### src/rtl/hrsbs_pkg.sv
// Shared constants and types for the HTTP response status/body splitter.
package hrsbs_pkg;

	// Stream byte limit; bytes past it are ignored
	localparam int unsigned MaxBytes = 16383;
	localparam int unsigned CntW     = $clog2(MaxBytes + 1);
	localparam int unsigned LenW     = 14;
	localparam int unsigned MinLen   = 12;
	localparam int unsigned NumDigits = 3;

	// Characters of interest
	localparam logic [7:0] ChSpace = 8'h20;
	localparam logic [7:0] ChCr    = 8'h0D;
	localparam logic [7:0] ChLf    = 8'h0A;
	localparam logic [7:0] ChZero  = 8'h30;

	// Progress through CR LF CR LF
	typedef enum logic [1:0] {
		SEP_NONE    = 2'd0,
		SEP_CR      = 2'd1,
		SEP_CRLF    = 2'd2,
		SEP_CRLFCR  = 2'd3
	} sep_t;

	typedef logic [CntW-1:0] cnt_t;

	// Parse state carried from byte to byte
	typedef struct packed {
		cnt_t        byte_count;
		logic        space_seen;
		logic [1:0]  digit_count;
		logic [15:0] code_acc;
		sep_t        sep;
		logic        in_body;
		cnt_t        body_count;
	} parse_t;

endpackage

### src/rtl/http_response_status_body_splitter_core.sv
// Top level: byte-serial HTTP response status and body splitter.
//
// Usage:
//   Input channel (in_valid/in_ready) carries one response byte per item in
//   rx_byte, with end_of_stream high on the last byte of a response.
//   Output channel (out_valid/out_ready) carries exactly one result item per
//   input item. body_valid/body_byte pass every byte after the first
//   CR LF CR LF, up to MaxBytes. On the item for the final byte, done_res
//   is high and status_error, resp_code, body_found and body_length report
//   on the whole response; the parser then starts over for the next stream.
//   The status code is the three bytes after the first space, weighted
//   100/10/1 after subtracting '0', with no digit check.
// Throughput: one item per cycle sustained while out_ready stays high. The
//   state update and the registered result are computed in one pass between
//   the accept edge and the result register; the result is valid next cycle.
// Reset: arst_n clears the parse state and the result valid flag at once.
// Stall: while a result waits and out_ready is low, in_ready drops and the
//   result holds; when out_ready is high a new item is taken in the same
//   cycle as the old result leaves.
module http_response_status_body_splitter_core (
	input  logic               clk,
	input  logic               arst_n,
	input  logic               in_valid,
	output logic               in_ready,
	input  logic [7:0]         rx_byte,
	input  logic               end_of_stream,
	output logic               out_valid,
	input  logic               out_ready,
	output logic               body_valid,
	output logic [7:0]         body_byte,
	output logic               done_res,
	output logic               status_error,
	output logic signed [15:0] resp_code,
	output logic               body_found,
	output logic [13:0]        body_length
);

	hrsbs_pkg::parse_t st_q;
	hrsbs_pkg::parse_t st_nxt;
	hrsbs_pkg::parse_t st_upd;

	logic               accept;
	logic               counted;
	logic               err;
	logic [15:0]        acc_x10;
	logic [15:0]        digit_val;

	logic               out_valid_q;
	logic               body_valid_q;
	logic [7:0]         body_byte_q;
	logic               done_q;
	logic               err_q;
	logic [15:0]        code_q;
	logic               found_q;
	logic [13:0]        len_q;

	logic               body_valid_d;
	logic [7:0]         body_byte_d;

	// Take a new item whenever the result slot is empty or draining
	assign in_ready = !out_valid_q || out_ready;
	assign accept   = in_valid && in_ready;

	assign counted   = st_q.byte_count < hrsbs_pkg::CntW'(hrsbs_pkg::MaxBytes);
	assign acc_x10   = (st_q.code_acc << 3) + (st_q.code_acc << 1);
	assign digit_val = {8'd0, rx_byte} - {8'd0, hrsbs_pkg::ChZero};

	// Advance the parse state for one byte
	always_comb begin
		st_upd       = st_q;
		body_valid_d = 1'b0;
		body_byte_d  = 8'd0;
		if (counted) begin
			st_upd.byte_count = st_q.byte_count + 1'b1;
			if (!st_q.space_seen) begin
				if (rx_byte == hrsbs_pkg::ChSpace) begin
					st_upd.space_seen = 1'b1;
				end
			end else if (st_q.digit_count < 2'(hrsbs_pkg::NumDigits)) begin
				st_upd.code_acc    = acc_x10 + digit_val;
				st_upd.digit_count = st_q.digit_count + 2'd1;
			end

			if (st_q.in_body) begin
				body_valid_d      = 1'b1;
				body_byte_d       = rx_byte;
				st_upd.body_count = st_q.body_count + 1'b1;
			end else if (rx_byte == hrsbs_pkg::ChCr) begin
				st_upd.sep = (st_q.sep == hrsbs_pkg::SEP_CRLF) ?
					hrsbs_pkg::SEP_CRLFCR : hrsbs_pkg::SEP_CR;
			end else if (rx_byte == hrsbs_pkg::ChLf) begin
				unique case (st_q.sep)
					hrsbs_pkg::SEP_CR: begin
						st_upd.sep = hrsbs_pkg::SEP_CRLF;
					end
					hrsbs_pkg::SEP_CRLFCR: begin
						st_upd.sep     = hrsbs_pkg::SEP_NONE;
						st_upd.in_body = 1'b1;
					end
					default: begin
						st_upd.sep = hrsbs_pkg::SEP_NONE;
					end
				endcase
			end else begin
				st_upd.sep = hrsbs_pkg::SEP_NONE;
			end
		end
	end

	assign err = (st_upd.byte_count < hrsbs_pkg::CntW'(hrsbs_pkg::MinLen)) ||
		(st_upd.digit_count < 2'(hrsbs_pkg::NumDigits));

	// Drop back to the reset state after the final byte
	always_comb begin
		st_nxt = st_upd;
		if (end_of_stream) begin
			st_nxt = '0;
		end
	end

	always_ff @(posedge clk or negedge arst_n) begin
		if (!arst_n) begin
			st_q        <= '0;
			out_valid_q <= 1'b0;
		end else begin
			if (accept) begin
				st_q <= st_nxt;
			end
			if (in_ready) begin
				out_valid_q <= in_valid;
			end
		end
	end

	// Result register; hold while the receiver stalls
	always_ff @(posedge clk) begin
		if (accept) begin
			body_valid_q <= body_valid_d;
			body_byte_q  <= body_byte_d;
			done_q       <= end_of_stream;
			err_q        <= end_of_stream && err;
			code_q       <= (end_of_stream && !err) ? st_upd.code_acc : 16'd0;
			found_q      <= end_of_stream && st_upd.in_body &&
				(st_upd.body_count != '0);
			len_q        <= end_of_stream ? st_upd.body_count[13:0] : 14'd0;
		end
	end

	assign out_valid    = out_valid_q;
	assign body_valid   = body_valid_q;
	assign body_byte    = body_byte_q;
	assign done_res     = done_q;
	assign status_error = err_q;
	assign resp_code    = signed'(code_q);
	assign body_found   = found_q;
	assign body_length  = len_q;

endmodule

### config.mk
export PLATFORM = sky130hd
export DESIGN_NAME = http_response_status_body_splitter_core
export DESIGN_NICKNAME = d
export VERILOG_FILES = /design/src/rtl/hrsbs_pkg.sv /design/src/rtl/http_response_status_body_splitter_core.sv
export SDC_FILE = /design/constraint.sdc
export NUM_CORES = 1
export LEC_CHECK = 0
export BUFFER_PORTS_ARGS = -buffer_cell sky130_fd_sc_hd__buf_2
export CAP_MARGIN = 15
export CORE_MARGIN = 2
export CORE_UTILIZATION = 47
export DETAILED_ROUTE_END_ITERATION = 12
export PLACE_DENSITY = 0.66
export SLEW_MARGIN = 10
export SYNTH_ARGS = -nofsm -noshare
export SYNTH_HDL_FRONTEND = slang
export SYNTH_SLANG_ARGS = --single-unit
### constraint.sdc
create_clock -name clk -period 3.49 [get_ports clk]
set_clock_uncertainty 0.05 [all_clocks]
set_input_delay 0.349 -clock clk [delete_from_list [all_inputs] [get_ports clk]]
set_output_delay 0.349 -clock clk [all_outputs]
set_load 0.02 [all_outputs]
Yosys cells after proc, flatten, opt, wreduce, memory -nomap -nowiden
Index checks and enable logic that the tools add are counted. Widths: inputs -> output; s select.

Flip-flop bits (word level): 93. Input bits: 13. Output and inout bits: 44.

Add/sub/neg operators: 6. $lt $le $gt $ge: 4. Equality and inequality tests: 7. Mux-type cells: 16. Reductions and logical operators: 14.

Operator list (count): $mux 50 (2); $mux 18 (2); $add 16x16->16 (2); $add 14x1->14 const B (2); $eq 8x4->1 const B (2); $lt 14x14->1 const B (1); $lt 14x4->1 const B (1); $mux 14 (1); $reduce_bool 14->1 (1); $sub 8x6->9 const B (1); $eq 8x6->1 const B (1); $mux 2 (4); $mux 1 (6); $logic_and 1x1->1 (5); $eq 2x2->1 const B (2); $lt 2x2->1 const B (2); $reduce_and 2->1 (2); $mux 3 (1); $reduce_and 3->1 (1); $add 2x1->2 const B (1); $eq 2x1->1 const B (1); $logic_not 1->1 (2); $logic_or 1x1->1 (2); $ne 2x2->1 const B (1); $reduce_bool 2->1 (1).

Logic depth before layout (Yosys ltp)
Depth in word-level cells: 10. Mapped depth: 11.

Worst setup path before layout
OpenSTA, ideal clock, no wires.

Path type: input-to-reg. From: input port rx_byte[4]. To: register code_q[13], in the netlist resp_code[13], data pin. Library setup time: 0.258 ns. Arrival time: 3.233 ns. Slack: -0.051 ns. Stages: 11. Cells stage by stage: ha_1 nor3_1 fa_1 ha_1 and2_0 o2111ai_1 o21bai_1 a31oi_1 o21ai_0 nand3b_1 a21oi_1.

Word-level cells in the longest chain between the ends: 5.

Ends and longest elaborated chain: start, declared (RTL line http_response_status_body_splitter_core.sv:25) `input logic [7:0] rx_byte,`; $sub 8x6->9 (RTL line http_response_status_body_splitter_core.sv:66) `assign digit_val = {8'd0, rx_byte} - {8'd0, hrsbs_pkg::ChZero};`; $add 16x16->16 (RTL line http_response_status_body_splitter_core.sv:80) `st_upd.code_acc = acc_x10 + digit_val;`; $mux 18 (RTL line http_response_status_body_splitter_core.sv:79) `end else if (st_q.digit_count < 2'(hrsbs_pkg::NumDigits)) begin`; $mux 18 (RTL line http_response_status_body_splitter_core.sv:75) `if (!st_q.space_seen) begin`; $mux 50 (RTL line http_response_status_body_splitter_core.sv:73) `if (counted) begin`; end signal, assigned (RTL line http_response_status_body_splitter_core.sv:142) `code_q <= (end_of_stream && !err) ? st_upd.code_acc : 16'd0;`; end, declared (RTL line http_response_status_body_splitter_core.sv:53) `logic [15:0] code_q;`.

No other way between the ends. The select of a mux whose other input is x is not followed. A chain may end at the register's enable or synchronous reset.

Final worst setup path
From: register st_q[20] in the netlist's numbering. To: register code_q[12], in the netlist resp_code[12], data pin.

Word-level cells in the longest chain between the ends: 5.

Ends and longest elaborated chain: start, declared (RTL line http_response_status_body_splitter_core.sv:38) `hrsbs_pkg::parse_t st_q;`; start signal, assigned (RTL line http_response_status_body_splitter_core.sv:127) `st_q <= st_nxt;`; $add 16x16->16 (RTL line http_response_status_body_splitter_core.sv:65) `assign acc_x10 = (st_q.code_acc << 3) + (st_q.code_acc << 1);`; $add 16x16->16 (RTL line http_response_status_body_splitter_core.sv:80); $mux 18 (RTL line http_response_status_body_splitter_core.sv:79); $mux 18 (RTL line http_response_status_body_splitter_core.sv:75); $mux 50 (RTL line http_response_status_body_splitter_core.sv:73).

No other way between the ends. The select of a mux whose other input is x is not followed.

==> impl_metrics.py <==
metrics = {
    "clock_network": {
        "cts_htree_levels": 3,
        "postCtsSetupRepairBufs": 0,
        "clk_pin_slew_ps": 60,
        "cts-root-buf": "clkbuf_16",
        "clock_path_buffers": 2,
        "insertion_delay_ps": 350,
        "ctsResizeCount": 0,
        "hold_buffers": 0,
        "clkSinkCount": 93,
        "cts_tree": "done",
        "cts-buffers-inserted": 9,
    },
    "yosys": {
        "synth_cells": 614,
        "netlist_area_um2": 5850,
        "synthAdderAreaFrac_pct": 8.73,
        "ys_seq_elements": 93,
        "synth_compound_area_share_pct": 17.5,
        "synth_top_family_by_area": "simple AND/OR/NAND/NOR gates",
        "yosys.area_share.simple_pct": 20.0,
        "yosysSeqAreaShare_pct": 43.4,
        "synthArstFlopShare_pct": 54.8,
        "ys_warn_count": 0,
        "syn_avg_cell_area_um2": 9.52,
        "synth-edff-count": 42,
        "synthFlopType": "dfrtp_1",
        "yosysUniqueCellTypes": 70,
        "synth_xor_area_share_pct": 4.49,
        "synthesis.nets": 660,
        "synth.area.mux_share_pct": 1.73,
    },
    "timing": {
        "setup_slack_ps": 432,
        "fin_tns_setup_ps": 0,
        "rsz0062_at_grt": "false",
        "maxSlewViolCount": 0,
        "fin_crit_sh_pct": 87.6,
        "tightest_slew_ps": 848,
        "period_needed_ps": 3060,
        "finalHoldViolations": 0,
        "clock.fmax_mhz": 327,
        "setup-violations-final": 0,
        "max_slew_margin_pct": 43.4,
    },
    "setup_path": {
        "end_kind": "flip-flop",
        "crit_path_max_fanout": 5,
        "critPathKind": "flip-flop to flip-flop",
        "slowest_stage": "fa_1",
        "rr_worst_depth": 9,
        "cpPeakStageDelay_ps": 490,
        "worstSetupStartpointType": "flip-flop",
        "path_cells": "fa_1 -> ha_1 -> nor2b_1 -> o31a_1 -> o41a_1 -> a311oi_1 -> xnor2_1 -> nand2_1 -> a21oi_1",
        "crit_arrival_ps": 3210,
        "cp_num_buf_inv": 0,
        "crit_family": "compound AO/OA/AOI/OAI gates",
        "cp.required_ps": 3640,
        "cp_num_cells": 9,
    },
    "drt": {
        "wire_per_inst_um": 16.3,
        "dr.pass1.iters": 5,
        "drcViolationCount": 0,
        "wirelength_mm": 13.4,
        "drt_first_iter_violations": 407,
        "via_per_inst": 5.71,
        "postRouteAntennaNets": 0,
        "vias": 4704,
    },
    "floorplan": {
        "die_w_um": 116,
        "rows": 40,
        "ioPinCount": 57,
        "fp.dieArea_um2": 13300,
        "coreArea_um2": 12100,
        "start_util_pct": 48.5,
        "die_h_um": 116,
    },
    "placement": {
        "hpwl_mm": 9.21,
        "port_buffers": 56,
        "placed_area_um2": 6240,
        "routabilityCongestion": 0.888,
        "dp.cells": 808,
        "pre_cts_slack_ps": 170,
    },
    "layout": {
        "final_nets": 697,
        "drive_gt1_share_pct": 15.1,
        "stdcell_count": 824,
        "area_growth_pct": 11.9,
        "finish.instance_area_um2": 6540,
        "diodes": 0,
    },
    "grt": {
        "grt_pass1_wl_mm": 22.2,
        "grt_pass1_vias": 4366,
        "grt_usage_pct": 21.3,
        "antenna_found_initial": 0,
        "grt_max_degree": 68,
        "grt-ovfl-total": 0,
    },
    "min_path": {
        "hold_path.class": "input port to asynchronous set/reset pin",
    },
    "power": {
        "peakVddDrop_v": 0.000256,
        "p_per_area_nw_per_um2": 572,
        "power_leakage_nw": 2.65,
    },
    "run_status": {
        "status": "finished, final reports clean",
    },
    "job": {
        "cap_violations": 0,
    },
}
[worst reg2reg max path: cells and delay by family (launching register included)]
family	cells	cell delay, ps
AND/OR/NAND/NOR	2	260
flip-flops	1	460
adder cells (fa/ha/maj)	2	840
AO/OA/AOI/OAI	4	1130
XOR/XNOR	1	160
[final timing paths]
check | from | to | slack, ps
max | st_q[20] | resp_code[12] | 430
min in group clk | in_valid | out_valid | 160
min reg2reg | st_q[32] | st_q[32] | 430
max in group asynchronous | arst_n | st_q[10] | 2560
min | arst_n | st_q[45] | 60
max reg2reg | st_q[20] | resp_code[12] | 430
[metal layers]
metal	vias up	GRT usage [%]	share of wire, %
met2	140	34.1	48
met5	-	0	0
li1	2286	-	-
met1	2260	29.3	46
met4	0	7.31	1.6
met3	18	3.87	5.0
[where the power goes]
part           internal (W)  switching [W]  leakage (nW)  total, W
Combinational      0.000560       0.000729          1.44   0.00129
Sequential          0.00126       0.000184          1.07   0.00145
Clock              0.000591       0.000411         0.146   0.00100
Total               0.00241        0.00132          2.65   0.00374
[stage by stage]
step	hold WS [ps]	power (W)	util (%)
3_5_place_dp	414	0.00274	51.7
2_1_floorplan	3.41	0.00245	-
5_1_grt	120	0.00399	54.2
6_report	56.7	0.00374	54.2
4_1_cts	74.7	0.00376	54.2
3_3_place_gp	408	0.00270	51.7
[state kept, by name, summed over array words and instances (netlist names)]
register      count
body_byte         8
done_res          1
resp_code        16
body_valid        1
status_error      1
body_length      14
out_valid         1
st_q             50
body_found        1
[synthesized netlist by cell type, types with 2 or more instances]
library cell	n	share of area [%]
nand2_1	78	5.0
a21oi_1	54	4.6
nor2_1	52	3.3
dfrtp_1	51	22
o21ai_0	43	3.7
edfxtp_1	42	22
clkbuf_1	25	1.6
nor3_1	23	2.0
ha_1	20	4.3
nand3_1	19	1.6
xnor2_1	18	2.7
fa_1	13	4.5
inv_1	12	0.77
xor2_1	12	1.8
nand4_1	11	1.2
a31oi_1	10	1.1
and2_1	9	0.96
mux2i_1	9	1.5
and3_1	8	0.86
a21boi_0	6	0.77
a21o_1	6	0.77
buf_2	6	0.51
buf_4	6	0.77
nand2b_1	5	0.54
o21a_1	5	0.64
a211oi_1	4	0.51
nand3_2	4	0.68
or3_1	4	0.43
a22o_1	3	0.45
a41oi_1	3	0.45
nor2b_1	3	0.32
o221ai_1	3	0.45
a311oi_1	2	0.30
buf_6	2	0.39
nand4_4	2	0.73
nor4_1	2	0.21
nor4_2	2	0.43
o2111ai_1	2	0.30
o21ai_1	2	0.17
o22a_1	2	0.30
o41ai_1	2	0.30
[kinds of logic after synthesis]
| kind of cell | after synthesis |
|---|---|
| buf+inv | 53 |
| xor+xnor | 30 |
| simple gates | 232 |
| flops | 93 |
| compound gates | 163 |
| mux | 10 |
| fa+ha+maj | 33 |
[cells in the final DEF, fill, tap and decap left out, types with 13 or more instances in the layout]
master     n
dfrtp_1   51
ha_1      20
nand3_1   19
fa_1      13
buf_2     56
a21oi_1   54
nand2_1   77
edfxtp_1  42
xnor2_1   18
nor2_1    52
nor3_1    22
o21ai_0   43
[area by class of cell]
| class | instances | area [um2] |
|---|---|---|
| repair buffers | 66 | 368 |
| multi-input cells | 468 | 3070 |
| clock buffers | 12 | 256 |
| well taps | 168 | 210 |
| inverters | 13 | 48.8 |
| clock inverters | 4 | 46.3 |
| flip-flops and latches | 93 | 2540 |
| fillers | 1082 | 5520 |
Power figures use the tool's default switching activity.
